<file path="src/design/tcre_pkg.sv">
// shared constants, register indexes and controller interface types for the touch event block
package tcre_pkg;

   // field widths
   localparam int RAW_W      = 12;
   localparam int SIZE_W     = 10;
   localparam int TIME_W     = 32;
   localparam int LONG_W     = 16;
   localparam int DIFF_W     = RAW_W + 1;
   localparam int PROD_W     = RAW_W + SIZE_W;
   localparam int DIV_CNT_W  = $clog2(PROD_W + 1);

   // configuration port
   localparam int CSR_IDX_W  = 4;
   localparam int CSR_DATA_W = 16;

   localparam logic [CSR_IDX_W-1:0] REG_X_MIN      = 4'd0;
   localparam logic [CSR_IDX_W-1:0] REG_X_MAX      = 4'd1;
   localparam logic [CSR_IDX_W-1:0] REG_Y_MIN      = 4'd2;
   localparam logic [CSR_IDX_W-1:0] REG_Y_MAX      = 4'd3;
   localparam logic [CSR_IDX_W-1:0] REG_SWAP_AXES  = 4'd4;
   localparam logic [CSR_IDX_W-1:0] REG_WIDTH      = 4'd5;
   localparam logic [CSR_IDX_W-1:0] REG_HEIGHT     = 4'd6;
   localparam logic [CSR_IDX_W-1:0] REG_LONG_PRESS = 4'd7;

   // thresholds and reset values
   localparam logic [RAW_W-1:0]  PRESSURE_MIN  = 12'd200;
   localparam logic [RAW_W-1:0]  CAL_MIN_RESET = 12'd350;
   localparam logic [RAW_W-1:0]  CAL_MAX_RESET = 12'd3700;
   localparam logic              SWAP_RESET    = 1'b1;
   localparam logic [SIZE_W-1:0] WIDTH_RESET   = 10'd320;
   localparam logic [SIZE_W-1:0] HEIGHT_RESET  = 10'd240;
   localparam logic [LONG_W-1:0] LONG_RESET    = 16'd600;

   // controller to datapath
   typedef struct packed {
      logic sample_load;
      logic mul_load;
      logic div_start;
      logic pos_update;
      logic emit;
   } ctrl_cmd_type;

   // datapath to controller
   typedef struct packed {
      logic sample_valid;
      logic pressing;
      logic div_done;
      logic out_free;
   } ctrl_status_type;

endpackage

</file>
<file path="src/design/tcre_div.sv">
// restoring unsigned divider, one quotient bit per cycle
module tcre_div (
   input  logic                          clock,
   input  logic                          reset,
   input  logic                          start,
   input  logic [tcre_pkg::PROD_W-1:0]   dividend,
   input  logic [tcre_pkg::RAW_W-1:0]    divisor,
   output logic                          busy,
   output logic [tcre_pkg::PROD_W-1:0]   quotient
);

   logic                             busy_ff, busy_in;
   logic [tcre_pkg::DIV_CNT_W-1:0]   count_ff, count_in;
   logic [tcre_pkg::PROD_W-1:0]      quot_ff, quot_in;
   logic [tcre_pkg::RAW_W-1:0]       rem_ff, rem_in;
   logic [tcre_pkg::RAW_W:0]         shifted;
   logic [tcre_pkg::RAW_W-1:0]       trial;
   logic                             fits;

   // one trial subtraction per step; when it fits the difference is below the divisor
   assign shifted = {rem_ff, quot_ff[tcre_pkg::PROD_W-1]};
   assign fits    = shifted >= {1'b0, divisor};
   assign trial   = shifted[tcre_pkg::RAW_W-1:0] - divisor;

   always_comb begin
      busy_in  = busy_ff;
      count_in = count_ff;
      quot_in  = quot_ff;
      rem_in   = rem_ff;
      if (start) begin
         busy_in  = 1'b1;
         count_in = tcre_pkg::DIV_CNT_W'(tcre_pkg::PROD_W);
         quot_in  = dividend;
         rem_in   = '0;
      end else if (busy_ff) begin
         count_in = count_ff - 1'b1;
         if (count_ff == tcre_pkg::DIV_CNT_W'(1)) begin
            busy_in = 1'b0;
         end
         if (fits) begin
            rem_in  = trial;
            quot_in = {quot_ff[tcre_pkg::PROD_W-2:0], 1'b1};
         end else begin
            rem_in  = shifted[tcre_pkg::RAW_W-1:0];
            quot_in = {quot_ff[tcre_pkg::PROD_W-2:0], 1'b0};
         end
      end
   end

   always_ff @(posedge clock) begin
      if (reset) begin
         busy_ff  <= 1'b0;
         count_ff <= '0;
      end else begin
         busy_ff  <= busy_in;
         count_ff <= count_in;
      end
      quot_ff <= quot_in;
      rem_ff  <= rem_in;
   end

   assign busy     = busy_ff;
   assign quotient = quot_ff;

endmodule

</file>
<file path="src/design/tcre_ctrl.sv">
// sequencing state machine for one touch sample at a time
module tcre_ctrl (
   input  logic                       clock,
   input  logic                       reset,
   input  logic                       req_valid,
   output logic                       req_ready,
   input  tcre_pkg::ctrl_status_type  status,
   output tcre_pkg::ctrl_cmd_type     cmd
);

   localparam logic [2:0] ST_IDLE  = 3'd0;
   localparam logic [2:0] ST_EVAL  = 3'd1;
   localparam logic [2:0] ST_START = 3'd2;
   localparam logic [2:0] ST_DIV   = 3'd3;
   localparam logic [2:0] ST_EMIT  = 3'd4;

   logic [2:0] state_ff, state_in;

   // next state and commands
   always_comb begin
      state_in = state_ff;
      cmd      = '0;
      case (state_ff)
         ST_IDLE: begin
            if (req_valid) begin
               cmd.sample_load = 1'b1;
               state_in        = ST_EVAL;
            end
         end
         ST_EVAL: begin
            if (status.sample_valid) begin
               cmd.mul_load = 1'b1;
               state_in     = ST_START;
            end else if (status.pressing) begin
               state_in = ST_EMIT;
            end else begin
               state_in = ST_IDLE;
            end
         end
         ST_START: begin
            cmd.div_start = 1'b1;
            state_in      = ST_DIV;
         end
         ST_DIV: begin
            if (status.div_done) begin
               cmd.pos_update = 1'b1;
               state_in       = ST_IDLE;
            end
         end
         ST_EMIT: begin
            if (status.out_free) begin
               cmd.emit = 1'b1;
               state_in = ST_IDLE;
            end
         end
         default: begin
            state_in = ST_IDLE;
         end
      endcase
   end

   always_ff @(posedge clock) begin
      if (reset) begin
         state_ff <= ST_IDLE;
      end else begin
         state_ff <= state_in;
      end
   end

   assign req_ready = (state_ff == ST_IDLE);

endmodule

</file>
<file path="src/design/tcre_datapath.sv">
// config registers, sample capture, axis mapping lanes, press tracking and result register
module tcre_datapath (
   input  logic                              clock,
   input  logic                              reset,
   // configuration
   input  logic                              csr_valid,
   input  logic [tcre_pkg::CSR_IDX_W-1:0]    csr_index,
   input  logic [tcre_pkg::CSR_DATA_W-1:0]   csr_wdata,
   // sample
   input  logic                              req_pen_down,
   input  logic [tcre_pkg::RAW_W-1:0]        req_raw_x,
   input  logic [tcre_pkg::RAW_W-1:0]        req_raw_y,
   input  logic [tcre_pkg::RAW_W-1:0]        req_pressure,
   input  logic [tcre_pkg::TIME_W-1:0]       req_now_ms,
   // result
   output logic                              rsp_valid,
   input  logic                              rsp_ready,
   output logic [tcre_pkg::SIZE_W-1:0]       rsp_event_x,
   output logic [tcre_pkg::SIZE_W-1:0]       rsp_event_y,
   output logic [tcre_pkg::TIME_W-1:0]       rsp_duration_ms,
   output logic                              rsp_long_press,
   // controller
   input  tcre_pkg::ctrl_cmd_type            cmd,
   output tcre_pkg::ctrl_status_type         status
);

   localparam int RW = tcre_pkg::RAW_W;
   localparam int SW = tcre_pkg::SIZE_W;
   localparam int TW = tcre_pkg::TIME_W;
   localparam int DW = tcre_pkg::DIFF_W;
   localparam int PW = tcre_pkg::PROD_W;

   // configuration registers
   logic [RW-1:0]              x_min_ff, x_max_ff, y_min_ff, y_max_ff;
   logic                       swap_ff;
   logic [SW-1:0]              width_ff, height_ff;
   logic [tcre_pkg::LONG_W-1:0] long_ff;

   always_ff @(posedge clock) begin
      if (reset) begin
         x_min_ff  <= tcre_pkg::CAL_MIN_RESET;
         x_max_ff  <= tcre_pkg::CAL_MAX_RESET;
         y_min_ff  <= tcre_pkg::CAL_MIN_RESET;
         y_max_ff  <= tcre_pkg::CAL_MAX_RESET;
         swap_ff   <= tcre_pkg::SWAP_RESET;
         width_ff  <= tcre_pkg::WIDTH_RESET;
         height_ff <= tcre_pkg::HEIGHT_RESET;
         long_ff   <= tcre_pkg::LONG_RESET;
      end else if (csr_valid) begin
         case (csr_index)
            tcre_pkg::REG_X_MIN:      x_min_ff  <= csr_wdata[RW-1:0];
            tcre_pkg::REG_X_MAX:      x_max_ff  <= csr_wdata[RW-1:0];
            tcre_pkg::REG_Y_MIN:      y_min_ff  <= csr_wdata[RW-1:0];
            tcre_pkg::REG_Y_MAX:      y_max_ff  <= csr_wdata[RW-1:0];
            tcre_pkg::REG_SWAP_AXES:  swap_ff   <= csr_wdata[0];
            tcre_pkg::REG_WIDTH:      width_ff  <= csr_wdata[SW-1:0];
            tcre_pkg::REG_HEIGHT:     height_ff <= csr_wdata[SW-1:0];
            tcre_pkg::REG_LONG_PRESS: long_ff   <= csr_wdata[tcre_pkg::LONG_W-1:0];
            default: begin
            end
         endcase
      end
   end

   // sample capture
   logic          pen_ff;
   logic [RW-1:0] raw_x_ff, raw_y_ff, press_ff;
   logic [TW-1:0] now_ff;

   always_ff @(posedge clock) begin
      if (cmd.sample_load) begin
         pen_ff   <= req_pen_down;
         raw_x_ff <= req_raw_x;
         raw_y_ff <= req_raw_y;
         press_ff <= req_pressure;
         now_ff   <= req_now_ms;
      end
   end

   logic sample_valid;
   assign sample_valid = pen_ff && (press_ff >= tcre_pkg::PRESSURE_MIN);

   // mapping front end: signed difference and span, magnitude product
   logic [RW-1:0] for_x, for_y;
   logic [DW-1:0] diff_x, diff_y, span_x, span_y;
   logic [RW-1:0] adiff_x, adiff_y, aspan_x, aspan_y;
   logic [SW-1:0] size_x, size_y;

   assign for_x  = swap_ff ? raw_y_ff : raw_x_ff;
   assign for_y  = swap_ff ? raw_x_ff : raw_y_ff;
   assign diff_x = {1'b0, for_x} - {1'b0, x_min_ff};
   assign diff_y = {1'b0, for_y} - {1'b0, y_min_ff};
   assign span_x = ({1'b0, x_max_ff} == {1'b0, x_min_ff}) ? DW'(1)
                 : ({1'b0, x_max_ff} - {1'b0, x_min_ff});
   assign span_y = ({1'b0, y_max_ff} == {1'b0, y_min_ff}) ? DW'(1)
                 : ({1'b0, y_max_ff} - {1'b0, y_min_ff});
   assign adiff_x = diff_x[DW-1] ? RW'(-diff_x) : diff_x[RW-1:0];
   assign adiff_y = diff_y[DW-1] ? RW'(-diff_y) : diff_y[RW-1:0];
   assign aspan_x = span_x[DW-1] ? RW'(-span_x) : span_x[RW-1:0];
   assign aspan_y = span_y[DW-1] ? RW'(-span_y) : span_y[RW-1:0];
   assign size_x  = (width_ff == '0) ? SW'(1) : width_ff;
   assign size_y  = (height_ff == '0) ? SW'(1) : height_ff;

   logic [PW-1:0] prod_x_ff, prod_y_ff;
   logic [RW-1:0] div_x_ff, div_y_ff;
   logic [SW-1:0] size_x_ff, size_y_ff;
   logic          neg_x_ff, neg_y_ff;

   always_ff @(posedge clock) begin
      if (cmd.mul_load) begin
         prod_x_ff <= PW'(adiff_x) * PW'(size_x);
         prod_y_ff <= PW'(adiff_y) * PW'(size_y);
         div_x_ff  <= aspan_x;
         div_y_ff  <= aspan_y;
         size_x_ff <= size_x;
         size_y_ff <= size_y;
         neg_x_ff  <= diff_x[DW-1] ^ span_x[DW-1];
         neg_y_ff  <= diff_y[DW-1] ^ span_y[DW-1];
      end
   end

   // one divider lane per axis
   logic          busy_x, busy_y;
   logic [PW-1:0] quot_x, quot_y;

   tcre_div u_div_x (
      .clock    (clock),
      .reset    (reset),
      .start    (cmd.div_start),
      .dividend (prod_x_ff),
      .divisor  (div_x_ff),
      .busy     (busy_x),
      .quotient (quot_x)
   );

   tcre_div u_div_y (
      .clock    (clock),
      .reset    (reset),
      .start    (cmd.div_start),
      .dividend (prod_y_ff),
      .divisor  (div_y_ff),
      .busy     (busy_y),
      .quotient (quot_y)
   );

   // clamp to 0..size-1; a negative quotient clamps to zero
   logic [SW-1:0] pos_x, pos_y;

   assign pos_x = neg_x_ff ? '0
                : (quot_x >= PW'(size_x_ff)) ? (size_x_ff - 1'b1) : quot_x[SW-1:0];
   assign pos_y = neg_y_ff ? '0
                : (quot_y >= PW'(size_y_ff)) ? (size_y_ff - 1'b1) : quot_y[SW-1:0];

   // press tracking
   logic          pressing_ff;
   logic [TW-1:0] start_ff;
   logic [SW-1:0] last_x_ff, last_y_ff;

   always_ff @(posedge clock) begin
      if (reset) begin
         pressing_ff <= 1'b0;
         start_ff    <= '0;
         last_x_ff   <= '0;
         last_y_ff   <= '0;
      end else if (cmd.pos_update) begin
         last_x_ff <= pos_x;
         last_y_ff <= pos_y;
         if (!pressing_ff) begin
            pressing_ff <= 1'b1;
            start_ff    <= now_ff;
         end
      end else if (cmd.emit) begin
         pressing_ff <= 1'b0;
      end
   end

   // result word register
   logic          rsp_valid_ff, rsp_valid_in;
   logic [SW-1:0] ev_x_ff, ev_y_ff;
   logic [TW-1:0] dur_ff;
   logic          long_flag_ff;
   logic [TW-1:0] duration;
   logic          out_free;

   assign duration = now_ff - start_ff;
   assign out_free = !rsp_valid_ff || rsp_ready;

   always_comb begin
      rsp_valid_in = rsp_valid_ff;
      if (cmd.emit) begin
         rsp_valid_in = 1'b1;
      end else if (rsp_ready) begin
         rsp_valid_in = 1'b0;
      end
   end

   always_ff @(posedge clock) begin
      if (reset) begin
         rsp_valid_ff <= 1'b0;
      end else begin
         rsp_valid_ff <= rsp_valid_in;
      end
      if (cmd.emit) begin
         ev_x_ff      <= last_x_ff;
         ev_y_ff      <= last_y_ff;
         dur_ff       <= duration;
         long_flag_ff <= (duration >= TW'(long_ff));
      end
   end

   assign rsp_valid       = rsp_valid_ff;
   assign rsp_event_x     = ev_x_ff;
   assign rsp_event_y     = ev_y_ff;
   assign rsp_duration_ms = dur_ff;
   assign rsp_long_press  = long_flag_ff;

   // status back to the controller
   assign status.sample_valid = sample_valid;
   assign status.pressing     = pressing_ff;
   assign status.div_done     = !busy_x && !busy_y;
   assign status.out_free     = out_free;

endmodule

</file>
<file path="src/design/touch_calibrate_and_release_event_top.sv">
// top level of the touch calibration and release event block
//
// Usage: one touch sample word enters on the req_ channel (pen-down flag, raw X/Y,
// pressure, millisecond time stamp). A sample with pen down and pressure of at
// least 200 is mapped to screen coordinates and remembered; the first weak or
// pen-up sample after a press sends one release word on the rsp_ channel with
// the last position, the press duration and a long-press flag.
// The csr_ channel writes the eight calibration registers by index; it is
// always ready. The user makes writes only while the block is idle; the
// block itself does not enforce it. A touch sample passes the idle, evaluate,
// start and divide states, the last held by the two 22-step restoring
// dividers that run side by side, one per axis; a release sample passes idle,
// evaluate and emit, an ignored one idle and evaluate. The release word sits
// in an output register; the block keeps accepting samples while it waits,
// and only a second release stalls until the receiver takes the first one.
// Reset: calibration registers return to their defaults, no press is active
// and no result is pending.
module touch_calibrate_and_release_event_top (
   input  logic                              clock,
   input  logic                              reset,
   input  logic                              csr_valid,
   output logic                              csr_ready,
   input  logic [tcre_pkg::CSR_IDX_W-1:0]    csr_index,
   input  logic [tcre_pkg::CSR_DATA_W-1:0]   csr_wdata,
   input  logic                              req_valid,
   output logic                              req_ready,
   input  logic                              req_pen_down,
   input  logic [tcre_pkg::RAW_W-1:0]        req_raw_x,
   input  logic [tcre_pkg::RAW_W-1:0]        req_raw_y,
   input  logic [tcre_pkg::RAW_W-1:0]        req_pressure,
   input  logic [tcre_pkg::TIME_W-1:0]       req_now_ms,
   output logic                              rsp_valid,
   input  logic                              rsp_ready,
   output logic [tcre_pkg::SIZE_W-1:0]       rsp_event_x,
   output logic [tcre_pkg::SIZE_W-1:0]       rsp_event_y,
   output logic [tcre_pkg::TIME_W-1:0]       rsp_duration_ms,
   output logic                              rsp_long_press
);

   tcre_pkg::ctrl_cmd_type    cmd;
   tcre_pkg::ctrl_status_type status;

   assign csr_ready = 1'b1;

   // sequencing
   tcre_ctrl u_ctrl (
      .clock     (clock),
      .reset     (reset),
      .req_valid (req_valid),
      .req_ready (req_ready),
      .status    (status),
      .cmd       (cmd)
   );

   // datapath
   tcre_datapath u_datapath (
      .clock           (clock),
      .reset           (reset),
      .csr_valid       (csr_valid),
      .csr_index       (csr_index),
      .csr_wdata       (csr_wdata),
      .req_pen_down    (req_pen_down),
      .req_raw_x       (req_raw_x),
      .req_raw_y       (req_raw_y),
      .req_pressure    (req_pressure),
      .req_now_ms      (req_now_ms),
      .rsp_valid       (rsp_valid),
      .rsp_ready       (rsp_ready),
      .rsp_event_x     (rsp_event_x),
      .rsp_event_y     (rsp_event_y),
      .rsp_duration_ms (rsp_duration_ms),
      .rsp_long_press  (rsp_long_press),
      .cmd             (cmd),
      .status          (status)
   );

endmodule

</file>
<file path="config.mk">
export PLATFORM = sky130hd
export DESIGN_NAME = touch_calibrate_and_release_event_top
export DESIGN_NICKNAME = d
export VERILOG_FILES = /design/src/design/tcre_pkg.sv /design/src/design/tcre_div.sv /design/src/design/tcre_ctrl.sv /design/src/design/tcre_datapath.sv /design/src/design/touch_calibrate_and_release_event_top.sv
export SDC_FILE = /design/constraint.sdc
export NUM_CORES = 1
export LEC_CHECK = 0
export BUFFER_PORTS_ARGS = -buffer_cell sky130_fd_sc_hd__buf_2
export CAP_MARGIN = 25
export CORE_MARGIN = 2
export CORE_UTILIZATION = 45
export DETAILED_ROUTE_END_ITERATION = 16
export GPL_TIMING_DRIVEN = 0
export SLEW_MARGIN = 20
export SYNTH_ARGS = -nofsm -noshare
export SYNTH_HDL_FRONTEND = slang
export SYNTH_SLANG_ARGS = --single-unit
</file>
<file path="constraint.sdc">
create_clock -name clock -period 9.7 [get_ports clock]
set_input_delay 1.455 -clock clock [delete_from_list [all_inputs] [get_ports clock]]
set_output_delay 1.455 -clock clock [all_outputs]
set_load 0.01 [all_outputs]
</file>
# Word level (Yosys, flattened, before mapping)
# Index checks and enable logic that the tools add are counted.
[word_totals]
register_bits = 434
output_inout_bits = 56
wordCells = 161
[classes]
add_sub_neg = 15
multipliers = 2
magnitude_cmp = 6
eq_ne = 18
mux = 51
n_bitwise = 3
reduce_logical = 25
[ops]
columns = ["op", "count"]
rows = [
  ["2-to-1 mux 12 bit", 8],
  ["2-to-1 mux 22 bit", 4],
  ["2-to-1 mux 10 bit", 6],
  ["subtractor 12 x 12 -> 13 bit", 4],
  ["negator 12 bit", 4],
  [">= comparator 22 x 10 -> 1 bit", 2],
  ["multiplier 12 x 10 -> 22 bit", 2],
  [">= comparator 32 x 16 -> 1 bit", 1],
  ["subtractor 32 bit", 1],
  [">= comparator 13 x 12 -> 1 bit", 2],
  ["2-to-1 mux 13 bit", 2],
  ["== test 12 bit", 2],
  ["subtractor 12 bit", 2],
  ["2-to-1 mux 1 bit", 21],
  ["zero test 10 bit", 2],
  ["2-to-1 mux 5 bit", 4],
  ["subtractor 10 x 1 -> 10 bit, second input constant", 2],
  ["AND reduction 2 bit", 9],
  ["== test 4 x 3 -> 1 bit, second input constant", 4],
  ["2-to-1 mux 3 bit", 5],
  ["case mux 3 bit (5 select lines)", 1],
  [">= comparator 12 x 8 -> 1 bit, second input constant", 1],
  ["== test 5 x 1 -> 1 bit, second input constant", 2],
  ["subtractor 5 x 1 -> 5 bit, second input constant", 2],
  ["other kinds (17)", 27],
]

# Longest topological paths before layout
[logic_depth]
ltp_word = 6
mapped_depth = 36
ltp_nobuf = 34

# Modules after synthesis
# Synthesis repeated with hierarchy kept, for this count alone.
[unflattened]
cells_unflattened = 3106
hier_area_um2 = 30435.4
[by_module_without_submodules]
columns = ["module", "n_inst", "cells_each", "area_each_um2", "seq_area_each_um2"]
rows = [
  ["tcre_datapath", 1, 2638, 25579.5, 9058.7],
  ["tcre_div at u_datapath.u_div_y", 1, 217, 2341.0, 1021.0],
  ["tcre_div at u_datapath.u_div_x", 1, 219, 2273.4, 1021.0],
  ["tcre_ctrl", 1, 30, 230.2, 60.1],
  ["touch_calibrate_and_release_event_top", 1, 2, 11.3, 0.0],
]

# Worst setup path before layout
# No wires, ideal clock.
[synth_timing]
path_type = "register to register"
from = "register u_datapath.swap_ff"
to = "register u_datapath.prod_y_ff[20], data pin"
setup_ns = 0.266
arrival_time_ns = 8.155
required_time_ns = 9.434
path_slack_ns = 1.279
stages_incl_launch_ff = 32
path_buffers = 2
path_cell_list = "dfxtp_1 > clkbuf_1 > buf_1 > mux2i_1 > ha_1 > inv_1 > fa_1 > a21o_1 > a21oi_1 > o21ai_1 > a2111oi_1 > o41a_1 > a21oi_1 > nor2_1 > xor2_1 > nand2_1 > fa_1 > inv_1 > fa_1 > inv_1 > fa_1 > inv_1 > fa_1 > fa_1 > ha_1 > o41ai_2 > o21ai_1 > or4_1 > nand2_1 > o21ai_1 > o41ai_1 > xnor2_1"
[synth_via]
elab_chain_cells = 5
[synth_lines]
columns = ["element", "line_no", "rtl"]
rows = [
  ["from (decl)", "tcre_datapath.sv:35", "logic swap_ff;"],
  ["from (signal assigned)", "tcre_datapath.sv:45", "swap_ff <= tcre_pkg::SWAP_RESET;"],
  ["from (signal assigned)", "tcre_datapath.sv:55", "tcre_pkg::REG_SWAP_AXES: swap_ff <= csr_wdata[0];"],
  ["2-to-1 mux 12 bit (*)", "tcre_datapath.sv:90", "assign for_y = swap_ff ? raw_x_ff : raw_y_ff;"],
  ["subtractor 12 x 12 -> 13 bit (*)", "tcre_datapath.sv:92", "assign diff_y = {1'b0, for_y} - {1'b0, y_min_ff};"],
  ["negator 12 bit", "tcre_datapath.sv:98", "assign adiff_y = diff_y[DW-1] ? RW'(-diff_y) : diff_y[RW-1:0];"],
  ["2-to-1 mux 12 bit (*)", "tcre_datapath.sv:98", ""],
  ["multiplier 12 x 10 -> 22 bit (*)", "tcre_datapath.sv:112", "prod_y_ff <= PW'(adiff_y) * PW'(size_y);"],
  ["to (signal assigned)", "tcre_datapath.sv:112", ""],
  ["to (decl)", "tcre_datapath.sv:104", "logic [PW-1:0] prod_x_ff, prod_y_ff;"],
]
# Every way passes the cells marked *; elsewhere a longest branch is shown, timed or not.
# A chain may end at the register's enable or synchronous reset.

# Final worst setup path
[layout_timing]
from = "register u_datapath.swap_ff"
to = "register u_datapath.prod_x_ff[21], data pin"
[layout_via]
elab_chain_cells = 5
[layout_lines]
columns = ["element", "line_no", "rtl"]
rows = [
  ["2-to-1 mux 12 bit (*)", "tcre_datapath.sv:89", "assign for_x = swap_ff ? raw_y_ff : raw_x_ff;"],
  ["subtractor 12 x 12 -> 13 bit (*)", "tcre_datapath.sv:91", "assign diff_x = {1'b0, for_x} - {1'b0, x_min_ff};"],
  ["negator 12 bit", "tcre_datapath.sv:97", "assign adiff_x = diff_x[DW-1] ? RW'(-diff_x) : diff_x[RW-1:0];"],
  ["2-to-1 mux 12 bit (*)", "tcre_datapath.sv:97", ""],
  ["multiplier 12 x 10 -> 22 bit (*)", "tcre_datapath.sv:111", "prod_x_ff <= PW'(adiff_x) * PW'(size_x);"],
  ["to (signal assigned)", "tcre_datapath.sv:111", ""],
  ["to (decl)", "tcre_datapath.sv:104", ""],
]
# Marks and branches as above.

==> reports/metrics.cfg <==
[synthesis]
synthTopCellsByArea=edfxtp_1, dfxtp_1, ha_1
synth_edf_count=253
synth_area_leader_cell=edfxtp_1
syn_avg_cell_area_um2=9.54
netlist_instances=3151
synth.top_cells.by_count=nand2_1, inv_1, ha_1
postSynth.asyncResetShare=0
synth.most_common_cell=nand2_1
syn_nets=3672
syn_area_um2=30100
synth_top_area_share=0.253
synth.distinct_cells=79
ys_warn_count=0
synth_flop_cell=edfxtp_1
synth-seq-cells=431
synth-seq-area-share=0.371

[setup_path]
critPathCaptureType=register
start_kind=register
r2r_slack_ns=0.50
r2r_start=u_datapath.swap_ff
crit_end=u_datapath.prod_x_ff[21]
cp_top_family=adder cells
crit_cells=32
critPathLaunch=u_datapath.swap_ff
worstPathArrival_ns=9.55
path_max_fanout=10
r2r_cells=32
cp_slowest_cell=fa_1
critPathRequiredTime_ns=10.04
r2r_end=u_datapath.prod_x_ff[21]
crit_buf_inv=6
critical_path_class=register to register
crit_path_frequent_cell=fa_1
max_stage_delay_ns=0.55

[placement]
numPortBuffers=142
gp_congestion=0.896
pre_cts_ws_ns=-0.330
dp_hpwl_um=61400

[clock_tree]
clock_latency_ns=0.62
cts_root_buffer=clkbuf_16
htree_levels=2
cts_tree=done
cts.path.max_buffers=3
cts_sinks=431
numCtsBuffers=49
clkTransAtPathRegs_ns=0.06
cts_hold_buf=0

[sta]
rsz0062_at_grt=no
finalSetupTns_ns=0
finalWorstSetupSlack_ns=0.496
timing.slew.headroom=0.290
post-route-period-util=0.949
skew_ns=0.0393
finalSetupViolations=0
fmax_mhz=109
slew_viol_final=0
worstMarginPinSlew_ns=1.06
whs_ns=0.433
period_minus_slack_ns=9.20
finalHoldViolCount=0

[floorplanning]
rows=94
core-area_um2=66000
die_area_um2=68900
fp.dieH_um=262
start_util=0.456
pin_count=150
die_x_um=262

[pwr]
switchingPower_uw=3320
combPwrFrac=0.495
ir_drop_mv=0.425
p_per_area_nw_per_um2=252
leakagePower_uw=0.0146
power_frac_clock=0.231
seq_power_share=0.275
p_sw_frac=0.386
internal_power_uw=5280

[detailed_routing]
drt_iter0_drc=1556
drt-vias-per-instance=5.42
vias=23100
routedWlPerCell_um=18.5
drtAntennaViolNets=0
routed_wl_um=78900
drt-pass1-iter-count=6
drc=0

[global_routing]
grt_pass1_vias=23400
antenna_found_initial=2
grt_first_pass_wirelength_um=126000
grtUsageTotal=0.229
grt_overflow_total=0
grt_max_degree=46

[cells_and_area]
drive_gt1_frac=0.0967
utilization=0.517
final_nets=3881
area_growth_pct=13.4

[min_path]
worstHoldPathType=register to register

[run]
drv_cap=0

[run_status]
status=finished, final reports clean

## how the worst min path moves through the flow
stage | startpoint | end | slack (ns) | cells after the start
global route | u_datapath.last_y_ff[8] | u_datapath.rsp_event_y[8] | 0.44 | 0
finish | u_datapath.last_y_ff[0] | u_datapath.rsp_event_y[0] | 0.43 | 0
detailed placement | u_datapath.last_y_ff[0] | u_datapath.rsp_event_y[0] | 0.42 | 0
global placement | u_datapath.last_y_ff[8] | u_datapath.rsp_event_y[8] | 0.42 | 0
floorplan | u_datapath.last_x_ff[0] | u_datapath.rsp_event_x[0] | 0.41 | 0
CTS | u_datapath.last_y_ff[7] | u_datapath.rsp_event_y[7] | 0.43 | 0
## cell usage in the layout, fill, tap and decap left out, types with 11 or more instances in the layout
cell / count
nand2_1: 514
inv_1: 331
ha_1: 264
edfxtp_1: 253
dfxtp_1: 178
a21oi_1: 175
fa_1: 163
nor2_1: 151
buf_2: 147
clkbuf_1: 111
and2_1: 101
xnor2_1: 93
o21ai_0: 68
nor3_1: 66
nor2b_1: 65
mux2i_1: 57
clkbuf_16: 51
xor2_1: 49
a21o_1: 46
nand3_1: 36
o21ai_1: 35
nand2b_1: 34
a211oi_1: 31
mux2_2: 25
nand3b_1: 25
nand4_1: 22
a31oi_1: 20
a211o_1: 20
or3_1: 15
o21a_1: 15
or2_2: 13
and3_1: 11
o211ai_1: 11
## area by class of cell
type | instances | area (µm²)
sequential | 431 | 11200
timing repair buffer | 159 | 936
clock inverter | 31 | 408
multi-input combinational | 2268 | 17400
inverter | 333 | 1250
buffer | 118 | 470
clock buffer | 61 | 1340
tap | 864 | 1080
antenna | 1 | 2.50
fill | 5990 | 31900
## power groups by stage
stage | combinational, µW | clock, µW | sequential, µW
final | 4250 | 1980 | 2360
after global routing | 4900 | 2090 | 2380
after CTS | 4240 | 2020 | 2360
after detailed placement | 4180 | 0 | 2400
after global placement | 4090 | 0 | 2400
after floorplan | 3300 | 0 | 2360
## stage by stage
stage	instance area, µm²	power, µW	instances
after detailed placement	32000	6580	4165
after global placement	31900	6500	4157
after floorplan	30100	5660	3151
final	34100	8600	4266
after CTS	33800	8630	4257
after global routing	34100	9370	4266
## registers in the layout, indices dropped and copies added, names as in the netlist, 16 cells and up
register                     flops
u_datapath.prod_y_ff            22
u_datapath.start_ff             32
u_datapath.u_div_x.quotient     22
u_datapath.prod_x_ff            22
u_datapath.u_div_y.quotient     22
u_datapath.long_ff              16
u_datapath.rsp_duration_ms      32
u_datapath.now_ff               32
## routing by layer
metal	part of all wire	up-vias	global-route usage	wire length, µm
met5	0	-	0	0
met4	0.025	0	0.0649	2010
met3	0.060	134	0.0316	4730
met2	0.46	672	0.371	35900
met1	0.46	11200	0.321	36200
li1	-	11100	-	-
## repair_timing
action	in CTS	in global routing
gates resized for setup	5	26
endpoints found under the setup margin	11	15
gates cloned	0	0
setup buffers	0	9
pin swaps	0	2
## logic make-up after synthesis
family                     synth area share
and+or+nand+nor                       0.171
AOI/OAI and AO/OA                     0.106
buffers and inverters                0.0572
DFF                                   0.371
adders and majority gates             0.218
xor gates and xnor gates             0.0477
muxes                                0.0287
other                              0.000125
(Power assumes the default switching activity.)
